===== config.mk =====
export PLATFORM = sky130hd
export DESIGN_NAME = least_loaded_job_dispatcher
export DESIGN_NICKNAME = d
export VERILOG_FILES = /design/src/hdl/lljd_pkg.sv /design/src/hdl/lljd_ram.sv /design/src/hdl/lljd_core.sv /design/src/hdl/least_loaded_job_dispatcher.sv
export SDC_FILE = /design/constraint.sdc
export NUM_CORES = 1
export LEC_CHECK = 0
export ABC_AREA = 1
export BUFFER_PORTS_ARGS = -buffer_cell sky130_fd_sc_hd__buf_2
export CAP_MARGIN = 20
export CORE_ASPECT_RATIO = 0.9
export CORE_MARGIN = 5
export CORE_UTILIZATION = 50
export CTS_BUF_LIST = sky130_fd_sc_hd__clkbuf_4 sky130_fd_sc_hd__clkbuf_8 sky130_fd_sc_hd__clkbuf_16
export DETAILED_ROUTE_END_ITERATION = 6
export PLACE_DENSITY = 0.71
export SLEW_MARGIN = 15
export SYNTH_ARGS = -nofsm -noshare
export SYNTH_HDL_FRONTEND = slang
export SYNTH_SLANG_ARGS = --single-unit
export TNS_END_PERCENT = 10

===== constraint.sdc =====
create_clock -name clk -period 5.5 [get_ports clk]
set_clock_uncertainty 0.1 [all_clocks]
set_input_delay 0.55 -clock clk [delete_from_list [all_inputs] [get_ports clk]]
set_output_delay 0.55 -clock clk [all_outputs]
set_load 0.02 [all_outputs]

===== src/hdl/lljd_pkg.sv =====
// Shared types and constants for the least loaded job dispatcher.
package lljd_pkg;

	// Default build parameters
	localparam int DEF_WORKERS   = 16;
	localparam int DEF_TIME_BITS = 48;

	// Field widths fixed by the stream format
	localparam int DUR_W   = 32;
	localparam int ID_W    = 4;
	localparam int START_W = 48;
	localparam int TDATA_IN_W  = 32;
	localparam int TDATA_OUT_W = 56;

	// Configuration port
	localparam int PADDR_W = 3;
	localparam int PDATA_W = 32;
	localparam int NW_W    = 5;
	localparam logic [0:0] REG_NUM_WORKERS = 1'b0;
	localparam logic [NW_W-1:0] NUM_WORKERS_RST = 5'd16;

	// Sequencer states
	typedef enum logic [1:0] {
		ST_CLEAR,
		ST_IDLE,
		ST_SCAN,
		ST_UPDATE
	} state_t;

	// One dispatch result as handed from the core to the output stage
	typedef struct packed {
		logic [START_W-1:0] start_time;
		logic [ID_W-1:0]    worker_id;
	} result_t;

endpackage


===== src/hdl/lljd_ram.sv =====
// Generic single write port, single read port RAM with registered read.
module lljd_ram #(
	parameter int WIDTH = 48,
	parameter int DEPTH = 16,
	localparam int AW = (DEPTH > 1) ? $clog2(DEPTH) : 1
) (
	input  logic             clk,
	input  logic             we,
	input  logic [AW-1:0]    waddr,
	input  logic [WIDTH-1:0] wdata,
	input  logic [AW-1:0]    raddr,
	output logic [WIDTH-1:0] rdata
);

	logic [WIDTH-1:0] mem_q [DEPTH];
	logic [WIDTH-1:0] rdata_q;

	// Write port
	always_ff @(posedge clk) begin
		if (we) begin
			mem_q[waddr] <= wdata;
		end
	end

	// Registered read port
	always_ff @(posedge clk) begin
		rdata_q <= mem_q[raddr];
	end

	assign rdata = rdata_q;

endmodule


===== src/hdl/lljd_core.sv =====
// Scan sequencer: clears the free-time store, finds the earliest free worker, updates it.
module lljd_core #(
	parameter int WORKERS   = lljd_pkg::DEF_WORKERS,
	parameter int TIME_BITS = lljd_pkg::DEF_TIME_BITS,
	localparam int IW = (WORKERS > 1) ? $clog2(WORKERS) : 1,
	localparam int CW = $clog2(WORKERS + 1)
) (
	input  logic                       clk,
	input  logic                       arst_n,
	input  logic                       start,
	output logic                       ready,
	input  logic [lljd_pkg::DUR_W-1:0] dur,
	input  logic [CW-1:0]              n_act,
	input  logic                       out_free,
	output logic                       res_valid,
	output lljd_pkg::result_t          res
);

	lljd_pkg::state_t state_q, state_d;

	logic [IW-1:0]        clr_idx_q;
	logic [CW-1:0]        rd_idx_q;
	logic [CW-1:0]        n_q;
	logic                 rd_vld_s1;
	logic [IW-1:0]        rd_idx_s1;
	logic [TIME_BITS-1:0] best_q;
	logic [IW-1:0]        best_idx_q;
	logic [lljd_pkg::DUR_W-1:0] dur_q;

	logic                 issue;
	logic                 scan_done;
	logic                 ram_we;
	logic [IW-1:0]        ram_waddr;
	logic [TIME_BITS-1:0] ram_wdata;
	logic [TIME_BITS-1:0] ram_rdata;
	logic [TIME_BITS:0]   sum;
	logic [TIME_BITS-1:0] sat_sum;

	lljd_ram #(
		.WIDTH(TIME_BITS),
		.DEPTH(WORKERS)
	) u_free_ram (
		.clk  (clk),
		.we   (ram_we),
		.waddr(ram_waddr),
		.wdata(ram_wdata),
		.raddr(rd_idx_q[IW-1:0]),
		.rdata(ram_rdata)
	);

	// Read issue and end of scan
	assign issue     = (state_q == lljd_pkg::ST_SCAN) && (rd_idx_q < n_q);
	assign scan_done = rd_vld_s1 && (CW'(rd_idx_s1) == (n_q - CW'(1)));

	// Saturating add of the job duration to the chosen free time
	assign sum     = {1'b0, best_q} + (TIME_BITS+1)'(dur_q);
	assign sat_sum = sum[TIME_BITS] ? {TIME_BITS{1'b1}} : sum[TIME_BITS-1:0];

	// State register
	always_ff @(posedge clk or negedge arst_n) begin
		if (!arst_n) begin
			state_q <= lljd_pkg::ST_CLEAR;
		end else begin
			state_q <= state_d;
		end
	end

	// Next state and store access
	always_comb begin
		state_d   = state_q;
		ram_we    = 1'b0;
		ram_waddr = clr_idx_q;
		ram_wdata = '0;
		res_valid = 1'b0;
		ready     = 1'b0;
		unique case (state_q)
			lljd_pkg::ST_CLEAR: begin
				ram_we = 1'b1;
				if (clr_idx_q == IW'(WORKERS - 1)) begin
					state_d = lljd_pkg::ST_IDLE;
				end
			end
			lljd_pkg::ST_IDLE: begin
				ready = 1'b1;
				if (start) begin
					state_d = lljd_pkg::ST_SCAN;
				end
			end
			lljd_pkg::ST_SCAN: begin
				if (scan_done) begin
					state_d = lljd_pkg::ST_UPDATE;
				end
			end
			lljd_pkg::ST_UPDATE: begin
				ram_waddr = best_idx_q;
				ram_wdata = sat_sum;
				if (out_free) begin
					ram_we    = 1'b1;
					res_valid = 1'b1;
					state_d   = lljd_pkg::ST_IDLE;
				end
			end
			default: state_d = lljd_pkg::ST_IDLE;
		endcase
	end

	// Control counters
	always_ff @(posedge clk or negedge arst_n) begin
		if (!arst_n) begin
			clr_idx_q <= '0;
			rd_idx_q  <= '0;
			rd_vld_s1 <= 1'b0;
		end else begin
			if (state_q == lljd_pkg::ST_CLEAR) begin
				clr_idx_q <= clr_idx_q + IW'(1);
			end
			if (state_q == lljd_pkg::ST_IDLE) begin
				rd_idx_q <= '0;
			end else if (issue) begin
				rd_idx_q <= rd_idx_q + CW'(1);
			end
			rd_vld_s1 <= issue;
		end
	end

	// Job payload and running minimum
	always_ff @(posedge clk) begin
		rd_idx_s1 <= rd_idx_q[IW-1:0];
		if (state_q == lljd_pkg::ST_IDLE && start) begin
			dur_q <= dur;
			n_q   <= n_act;
		end
		if (rd_vld_s1 && (rd_idx_s1 == '0 || ram_rdata < best_q)) begin
			best_q     <= ram_rdata;
			best_idx_q <= rd_idx_s1;
		end
	end

	assign res.worker_id  = lljd_pkg::ID_W'(best_idx_q);
	assign res.start_time = lljd_pkg::START_W'(best_q);

	// Every compared entry lies inside the active worker range
	a_idx_in_range: assert property (@(posedge clk) disable iff (!arst_n)
		rd_vld_s1 |-> (CW'(rd_idx_s1) < n_q))
		else $error("scan compared a worker outside the active range");

	// The store is never written while the scan reads it
	a_no_write_in_scan: assert property (@(posedge clk) disable iff (!arst_n)
		(state_q == lljd_pkg::ST_SCAN) |-> !ram_we)
		else $error("free-time store written during scan");

	// One result per job: a result is never followed directly by another
	a_single_result: assert property (@(posedge clk) disable iff (!arst_n)
		res_valid |=> !res_valid)
		else $error("back to back results from one job");

	// An accepted job starts the scan
	a_start_scan: assert property (@(posedge clk) disable iff (!arst_n)
		(ready && start) |=> (state_q == lljd_pkg::ST_SCAN))
		else $error("accepted job did not start a scan");

endmodule


===== src/hdl/least_loaded_job_dispatcher.sv =====
// Least loaded job dispatcher top level: stream ports, register port, output stage.
//
// Each transfer on the s_ side carries one job duration. The block picks the
// worker that becomes free earliest (lowest number on ties), among the first
// num_workers workers, and returns one m_ side transfer with that worker's
// number and the job's start time; the worker's free time then advances by the
// duration, saturating at the largest TIME_BITS-bit value.
// Each job passes from the idle state through the scan to the update, which
// loads the result into the output register; the scan reads the free-time
// store of the n active workers, one RAM read per cycle.
// s_tready is high only while the sequencer is idle, one job at a time, so a
// new job is taken only after the previous one has left the update state.
// After reset the free-time store is cleared with s_tready low; num_workers
// resets to 16. Register writes are taken at any time.
// If the receiver stalls, a result waits in the output register; the next job
// is still accepted and scanned, and holds at its update until the register
// frees up.
module least_loaded_job_dispatcher #(
	parameter int WORKERS   = lljd_pkg::DEF_WORKERS,
	parameter int TIME_BITS = lljd_pkg::DEF_TIME_BITS
) (
	input  logic                             clk,
	input  logic                             arst_n,
	// job_duration[31:0]
	input  logic [lljd_pkg::TDATA_IN_W-1:0]  s_tdata,
	input  logic                             s_tvalid,
	output logic                             s_tready,
	// worker_id[3:0], start_time[51:4], zero pad[55:52]
	output logic [lljd_pkg::TDATA_OUT_W-1:0] m_tdata,
	output logic                             m_tvalid,
	input  logic                             m_tready,
	input  logic                             psel,
	input  logic                             penable,
	input  logic                             pwrite,
	input  logic [lljd_pkg::PADDR_W-1:0]     paddr,
	input  logic [lljd_pkg::PDATA_W-1:0]     pwdata,
	output logic [lljd_pkg::PDATA_W-1:0]     prdata,
	output logic                             pready
);

	localparam int CW = $clog2(WORKERS + 1);

	logic [lljd_pkg::NW_W-1:0] num_workers_q;
	logic [CW-1:0]             n_act;
	logic                      reg_sel;
	logic                      core_ready;
	logic                      out_free;
	logic                      res_valid;
	lljd_pkg::result_t         res;
	logic                      m_tvalid_q;
	lljd_pkg::result_t         m_res_q;

	// Register decode: word index sits in paddr[2]
	assign reg_sel = (paddr[2] == lljd_pkg::REG_NUM_WORKERS);
	assign pready  = 1'b1;
	assign prdata  = reg_sel ? lljd_pkg::PDATA_W'(num_workers_q) : '0;

	always_ff @(posedge clk or negedge arst_n) begin
		if (!arst_n) begin
			num_workers_q <= lljd_pkg::NUM_WORKERS_RST;
		end else if (psel && penable && pwrite && reg_sel) begin
			num_workers_q <= pwdata[lljd_pkg::NW_W-1:0];
		end
	end

	// Clamp the worker count to 1..WORKERS
	always_comb begin
		if (num_workers_q == '0) begin
			n_act = CW'(1);
		end else if (32'(num_workers_q) > WORKERS) begin
			n_act = CW'(WORKERS);
		end else begin
			n_act = CW'(num_workers_q);
		end
	end

	lljd_core #(
		.WORKERS  (WORKERS),
		.TIME_BITS(TIME_BITS)
	) u_core (
		.clk      (clk),
		.arst_n   (arst_n),
		.start    (s_tvalid),
		.ready    (core_ready),
		.dur      (s_tdata),
		.n_act    (n_act),
		.out_free (out_free),
		.res_valid(res_valid),
		.res      (res)
	);

	assign s_tready = core_ready;

	// Output register: load a result when empty or being drained
	assign out_free = !m_tvalid_q || m_tready;

	always_ff @(posedge clk or negedge arst_n) begin
		if (!arst_n) begin
			m_tvalid_q <= 1'b0;
		end else if (out_free) begin
			m_tvalid_q <= res_valid;
		end
	end

	always_ff @(posedge clk) begin
		if (res_valid) begin
			m_res_q <= res;
		end
	end

	assign m_tvalid = m_tvalid_q;
	assign m_tdata  = lljd_pkg::TDATA_OUT_W'(m_res_q);

endmodule

==> metrics.md, run 1 <==
| Metric | Value |
|---|---|
| Final WL | 106.6 mm |
| Crit end category | register |
| Commonest non-fill, non-tap cell in the layout | edfxtp_1 |
| Tcrit/Tclk final | 0.7172 |
| Max Cap Viol | 0 |
| Critical Path AT | 4.17 ns |
| P_sw | 0.008786 W |
| Number of global-route vias before repair | 25879 |
| Sw Ratio | 0.3505 |
| Postcts setup bufs | 0 |
| WP buf/inv | 5 |
| Placed Cells incl. Taps | 4551 |
| Final setup vio count | 0 |
| Pwr/cell area | 532.9 nW/µm² |
| Die area | 89350 µm² |
| GP Congestion | 0.9377 |
| Largest net degree at the start of global routing | 162 |
| RR Endpoint | u_core.u_free_ram.mem_q[3][40] |
| Clock Path Buffers | 3 |
| Internal power | 0.01628 W |
| Critical-path top delay cell | nor2_4 |
| Cell Chain, Critical Path | ha_1, buf_4, inv_1, buf_4, or2_2, o21ai_0, inv_1, nand2_1, nor2_4, buf_4 |
| Min-delay src | s_tdata[31] |
| Vias | 27211 |
| Initial core utilization | 0.5046 |
| CP top delay family | simple AND/OR/NAND/NOR gates |
| Worst vdd ir | 0.2966 mV |
| Reg clk slew, reported paths | 0.06 ns |
| Area Overhead vs Synth | 12.71% |
| Comb pwr share | 0.295 |
| Post-DR wirelength/cell | 22.34 µm |
| Detailed placer's ending HPWL | 62.78 mm |
| Crit-path most repeated cell | buf_4 |
| Register area share after synthesis | 0.6898 |
| Chip Height | 284.1 µm |
| Startpoint types | register |
| Distinct cell type count after synthesis | 51 |
| Die X-Extent | 314.5 µm |
| Rows | 100 |
| GR Overflow Total | 0 |
| TNS Setup | 0 ns |
| Final hold violation count | 0 |
| Yosys warning count | 0 |
| H-tree Lvls | 3 |
| Largest stage delay on the critical path | 0.93 ns |
| Worst-path fanout max | 29 |
| ANT nets after route | 0 |
| First-pass DRT Iterations | 6 |
| Total Routing Usage GR | 0.2333 |
| Final Non-Filler Cells | 4773 |
| # IOs | 165 |
| Type of the worst min-delay path | in -> reg |
| # clock sinks | 979 |
| Crit path time final | 3.944 ns |
| Core area | 82700 µm² |
| Port Buffers | 103 |
| Worst R2R Setup Slack | 1.56 ns |
| Layout cells sized above 1 | 0.1074 |
| Worst slew margin | 0.2613 |
| CTS root buffer | clkbuf_16 |
| WP data required | 5.73 ns |
| Synthesized cell area | 41730 µm² |
| Final max-slew violation count | 0 |
| Share of power burned in registers | 0.436 |
| Total power | 0.02506 W |
| First-pass GRT wire length | 158.5 mm |
| CTS tree | built |
| Mapped Avg Cell Area | 12.14 µm² |
| Vias per cell | 5.701 |
| DRC violations left | 0 |
| Worst-margin pin slew | 1.105 ns |
| Worst Hold End | u_core.dur_q[31] |
| Clock Latency Late Sink | 0.65 ns |
| Antenna violations before repair | 4 |
| Diode count | 0 |
| Hold depth | 1 |
| F_max | 253.5 MHz |
| Cell count after synthesis | 3438 |
| Status | complete, no violations |
| RSZ-0062 raised after global routing | no |
| TritonCTS Buffers | 97 |
| Most frequent cells in the layout | 909 x edfxtp_1, 556 x nor2_1, 487 x nand2_1, 263 x inv_1, 227 x o21ai_0 |
| Leakage | 17.36 nW |
| Crit path kind | reg -> reg |
| Clock Power Share | 0.269 |
| R2R cell count | 10 |
| Initial drt markers | 3377 |
| #FFs+latches synth | 979 |
| Fin nets | 3736 |
| Worst reg2reg path startpoint | u_core.state_q[0] |
-- cell usage after synthesis (all sizes together) --
cell	number	area (µm²)
edfxtp	909	27300
nor2	576	2167
nand2	495	1878
inv	273	1027
o21ai	230	1151
nand3	151	770.7
o32ai	119	1042
buf	101	789.5
ha	93	1164
clkbuf	85	319.1
mux2i	73	730.7
o221ai	73	639.4
a21oi	71	392.9
dfxtp	52	1041
nand4	24	150.1
o211ai	23	172.7
xnor2	18	157.7
dfrtp	17	425.4
xor2	16	140.1
nor3	13	75.07
or2	5	31.28
o21bai	4	30.03
a21boi	2	15.02
a31oi	2	12.51
conb	2	7.510
a211oi	1	7.510
a22oi	1	7.510
and2	1	6.260
clkinv	1	3.750
dfstp	1	26.28
fa	1	20.02
nor3b	1	7.510
nor4	1	6.260
o21a	1	7.510
o22ai	1	6.260
or4	1	7.510
-- power groups by stage --
stage	clock network [W]	logic (W)	registers (W)
6_report	0.00674	0.00740	0.0109
5_1_grt	0.00716	0.00814	0.0110
4_1_cts	0.00682	0.00726	0.0109
3_5_place_dp	0	0.00719	0.0110
3_3_place_gp	0	0.00707	0.0110
2_1_floorplan	0	0.00491	0.0108
-- flip-flops by register name, summed over array words and instances (netlist names), 2 cells and up --
| signal | flops |
|---|---|
| m_tdata | 52 |
| u_core.best_idx_q | 4 |
| u_core.best_q | 48 |
| num_workers_q | 5 |
| u_core.dur_q | 32 |
| u_core.state_q | 2 |
| u_core.rd_idx_s1 | 4 |
| u_core.u_free_ram.mem_q | 768 |
| u_core.rd_idx_q | 5 |
| u_core.u_free_ram.rdata | 48 |
| u_core.n_q | 5 |
| u_core.clr_idx_q | 4 |
-- layer usage --
metal / track usage / part of all wire / vias to the layer above
met5: 0 / 0.000084 / -
met4: 0.06535 / 0.025 / 2
met3: 0.04589 / 0.10 / 170
met2: 0.3676 / 0.46 / 1373
met1: 0.3348 / 0.41 / 13187
li1: - / - / 12479
-- metrics by stage --
step	setup slack [ns]	hold slack [ns]	utilization	area, µm²
detailed placement	1.553	0.3194	0.5233	43280
CTS	1.532	0.01364	0.5674	46930
floorplan	1.191	0.1544	-	41850
global route	1.307	0.01048	0.5687	47040
finish	1.556	0.04101	0.5687	47040
global placement	1.564	0.3144	0.5230	43250
-- what timing repair did --
action / in CTS / in global routing
gates resized for setup: 0 / 0
hold buffers: 32 / 0
hold endpoints to repair: 48 / 0
endpoints found under the setup margin: 0 / 0
-- final cells by class --
type                            instances  area, µm²
Sequential cell                       979      28800
Fill cell                            6564      35670
Clock buffer                          137       2868
Inverter                              274       1037
Timing Repair Buffer                  187       1389
Multi-Input combinational cell       2029      11080
Clock inverter                         45      457.9
Tap cell                             1122       1404
-- how the worst max path moves through the flow --
stage / startpoint / end / slack (ns) / depth (start not counted)
final: u_core.state_q[0] / u_core.u_free_ram.mem_q[3][40] / 1.56 / 10
after detailed placement: u_core.state_q[0] / u_core.u_free_ram.mem_q[3][30] / 1.55 / 10
after floorplan: u_core.best_q[35] / u_core.best_idx_q[0] / 1.19 / 11
after global placement: u_core.state_q[0] / u_core.u_free_ram.mem_q[3][30] / 1.56 / 10
after CTS: u_core.state_q[0] / u_core.u_free_ram.mem_q[3][40] / 1.53 / 10
after global routing: u_core.state_q[0] / u_core.u_free_ram.mem_q[2][23] / 1.31 / 9
-- kinds of logic after synthesis --
family                   after synthesis  synth area share
flip-flops                           979            0.6898
multiplexers                          73           0.01751
adder cells (fa/ha/maj)               94           0.02836
XOR/XNOR                              34          0.007135
other                                  2         0.0001800
AO/OA/AOI/OAI                        528           0.08350
buffers and inverters                460           0.05127
AND/OR/NAND/NOR                     1268            0.1222
Power figures use the tool's default switching activity.
==> run 2: changes to the inputs <==
--- a/config.mk
+++ b/config.mk
@@ -13,7 +13,7 @@
 export CORE_UTILIZATION = 50
 export CTS_BUF_LIST = sky130_fd_sc_hd__clkbuf_4 sky130_fd_sc_hd__clkbuf_8 sky130_fd_sc_hd__clkbuf_16
 export DETAILED_ROUTE_END_ITERATION = 6
-export PLACE_DENSITY = 0.71
+export PLACE_DENSITY = 0.69
 export SLEW_MARGIN = 15
 export SYNTH_ARGS = -nofsm -noshare
 export SYNTH_HDL_FRONTEND = slang
==> constraint.sdc (replaced) <==
create_clock -name clk -period 3.65 [get_ports clk]
set_clock_uncertainty 0.1 [all_clocks]
set_input_delay 0.365 -clock clk [delete_from_list [all_inputs] [get_ports clk]]
set_output_delay 0.365 -clock clk [all_outputs]
set_load 0.02 [all_outputs]
==> run 2 against run 1 <==
  * Wire length rose by 0.87%
  * Sequential cell count did not move
  * Die area did not move
  * Via count rose by 0.52%
  * Sequential share of layout area fell by 1.1 points
  * First-iteration DRC count fell by 1.7%
  * Total power rose by 54%
  * Worst hold slack improved by 0.044 ns
  * Critical path type unchanged
  * Critical endpoint is now u_core.u_free_ram.mem_q[0][10]
  * Largest power group unchanged
==> metrics.md, run 2 (synthesis gave the netlist of run 1 again) <==
| Metric | Value |
|---|---|
| Final setup vio count | 0 (unchanged) |
| Largest register by flop count | u_core.u_free_ram.mem_q (unchanged) |
| Leakage | 17.80 nW (was 17.36 nW) |
| Most frequent cells in the layout | 909 x edfxtp_1, 554 x nor2_1, 487 x nand2_1, 263 x inv_1, 224 x o21ai_0 (was 909 x edfxtp_1, 556 x nor2_1, 487 x nand2_1, 263 x inv_1, 227 x o21ai_0) |
| Worst vdd ir | 0.5685 mV (was 0.2966 mV) |
| Type of the worst min-delay path | in -> async (was in -> reg) |
| Port Buffers | 103 (unchanged) |
| Worst-margin pin slew | 1.072 ns (was 1.105 ns) |
| Postcts setup bufs | 0 (unchanged) |
| Fin nets | 3810 (was 3736) |
| DRC violations left | 0 (unchanged) |
| Reg clk slew, reported paths | 0.06 ns (about the same) |
| Total Routing Usage GR | 0.2348 (was 0.2333) |
| Total power | 0.03865 W (was 0.02506 W) |
| Internal power | 0.02509 W (was 0.01628 W) |
| WP data required | 3.87 ns (was 5.73 ns) |
| Detailed placer's ending HPWL | 65.16 mm (was 62.78 mm) |
| Status | complete, no violations (unchanged) |
| Post-place setup slack | 0.08695 ns (was 1.553 ns) |
| Pwr/cell area | 807.5 nW/µm² (was 532.9 nW/µm²) |
| Final WL | 107.5 mm (was 106.6 mm) |
| Critical Path AT | 3.66 ns (was 4.17 ns) |
| Layout fillers | 6515 (was 6564) |
| Met1 Track Usage GR | 0.3401 (was 0.3348) |
| TritonCTS Buffers | 101 (was 97) |
| Diode count | 0 (unchanged) |
| Clock Path Buffers | 3 (unchanged) |
| Number of global-route vias before repair | 25853 (was 25879) |
| P_sw | 0.01356 W (was 0.008786 W) |
| Vias | 27352 (was 27211) |
| Final max-slew violation count | 0 (unchanged) |
| Worst slew margin | 0.2827 (was 0.2613) |
| Clock Power Share | 0.274 (was 0.269) |
| F_max | 291.3 MHz (was 253.5 MHz) |
| CTS root buffer | clkbuf_16 (unchanged) |
| GR Util met3 | 0.04808 (was 0.04589) |
| Sw Ratio | 0.3507 (was 0.3505) |
| Global route hottest layer | met2 (unchanged) |
| Share of power burned in registers | 0.418 (was 0.436) |
| Crit path time final | 3.433 ns (was 3.944 ns) |
| CTS tree | built (unchanged) |
| Met2 Resource Use GR | 0.3636 (was 0.3676) |
| RSZ-0062 raised after global routing | no (unchanged) |
| GP Congestion | 0.9811 (was 0.9377) |
| Final hold violation count | 0 (unchanged) |
| Area Overhead vs Synth | 14.69% (was 12.71%) |
| Rows | 100 (unchanged) |
| Clock Latency Late Sink | 0.67 ns (was 0.65 ns) |
| ANT nets after route | 0 (unchanged) |
| Final worst slack | 0.2171 ns (was 1.556 ns) |
| Number of flip-flops in the largest register | 768 (unchanged) |
| Antenna violations before repair | 4 (unchanged) |
| Core area | 82700 µm² (unchanged) |
| # IOs | 165 (unchanged) |
| Chip Height | 284.1 µm (unchanged) |
| First-pass GRT wire length | 159.3 mm (was 158.5 mm) |
| Layout cells sized above 1 | 0.1231 (was 0.1074) |
| # clock sinks | 979 (unchanged) |
| Startpoint types | register (unchanged) |
| First-pass DRT Iterations | 5 (was 6) |
| Die X-Extent | 314.5 µm (unchanged) |
| Tcrit/Tclk final | 0.9405 (was 0.7172) |
| Worst-path fanout max | 16 (was 29) |
| H-tree Lvls | 3 (unchanged) |
| Vias per cell | 5.640 (was 5.701) |
| Crit path kind | reg -> reg (unchanged) |
| Comb pwr share | 0.308 (was 0.295) |
| Initial drt markers | 3321 (was 3377) |
| Crit end category | register (unchanged) |
| Commonest non-fill, non-tap cell in the layout | edfxtp_1 (unchanged) |
| Post-DR wirelength/cell | 22.17 µm (was 22.34 µm) |
| Die area | 89350 µm² (unchanged) |
| Initial core utilization | 0.5046 (unchanged) |
| Max Cap Viol | 0 (unchanged) |
| GR Overflow Total | 0 (unchanged) |
| Largest net degree at the start of global routing | 139 (was 162) |
==> run 2: worst paths after layout <==
path	start	endpoint	slack [ns]	cells after the start
max	u_core.best_q[0]	u_core.u_free_ram.mem_q[0][10]	0.22	13
min	arst_n	num_workers_q[3]	0.08	2
max reg2reg	u_core.best_q[0]	u_core.u_free_ram.mem_q[0][10]	0.22	13
min reg2reg	u_core.u_free_ram.rdata[0]	u_core.best_q[0]	0.34	0
max in group asynchronous	arst_n	u_core.rd_idx_q[2]	3.03	2
min in group clk	pwrite	num_workers_q[4]	0.11	3
==> run 2: power groups by stage <==
stage                     Sequential (W)  Clock (W)  Combinational, W
after floorplan                   0.0163          0           0.00740
after global placement            0.0163          0            0.0115
after detailed placement          0.0164          0            0.0116
after CTS                         0.0161     0.0107            0.0117
after global routing              0.0163     0.0112            0.0130
final                             0.0161     0.0106            0.0119
==> run 2: final cells by class <==
class	instances	area (µm²)	area share
clock buffer	139	2907	0.06073
clock inverter	50	616.8	0.01289
tap	1122	1404	0.02933
multi-input combinational	2029	11070	0.2312
inverter	274	1036	0.02165
sequential	979	28800	0.6017
timing repair buffer	257	2032	0.04245
==> run 2: critical path, stage by stage (launching register included) <==
cell and delay (ns):
edfxtp_1 0.41, ha_1 0.27, fa_1 0.46, nand3_1 0.13, nand3_2 0.16, nand2_1 0.12, nand2_2 0.09, nand2_2 0.10
nand2_2 0.09, nand3_2 0.08, nand2_2 0.06, buf_4 0.19, o21ai_0 0.46, inv_1 0.36
==> run 2: through the flow <==
stage / TNS [ns] / cells / instance area, µm² / hold slack [ns] / utilization
5_1_grt: 0 / 4850 / 47860 / 0.1167 / 0.5787
3_5_place_dp: 0 / 4618 / 43890 / 0.2306 / 0.5307
2_1_floorplan: -254.78 / 3468 / 41850 / -0.03059 / -
4_1_cts: 0 / 4846 / 47810 / 0.06187 / 0.5781
3_3_place_gp: 0 / 4617 / 43890 / 0.2278 / 0.5307
6_report: 0 / 4850 / 47860 / 0.08489 / 0.5787
==> run 2: repair_timing <==
| action | CTS | global route |
|---|---|---|
| resized for setup | 0 | 4 |
| hold endpoints to repair | 56 | 0 |
| hold buffers | 39 | 0 |
| endpoints found under the setup margin | 0 | 64 |
==> run 2: layer usage <==
metal,vias to the layer above,part of all wire
li1,12622,-
met5,-,0
met3,192,0.095
met1,13296,0.42
met2,1242,0.46
met4,0,0.029
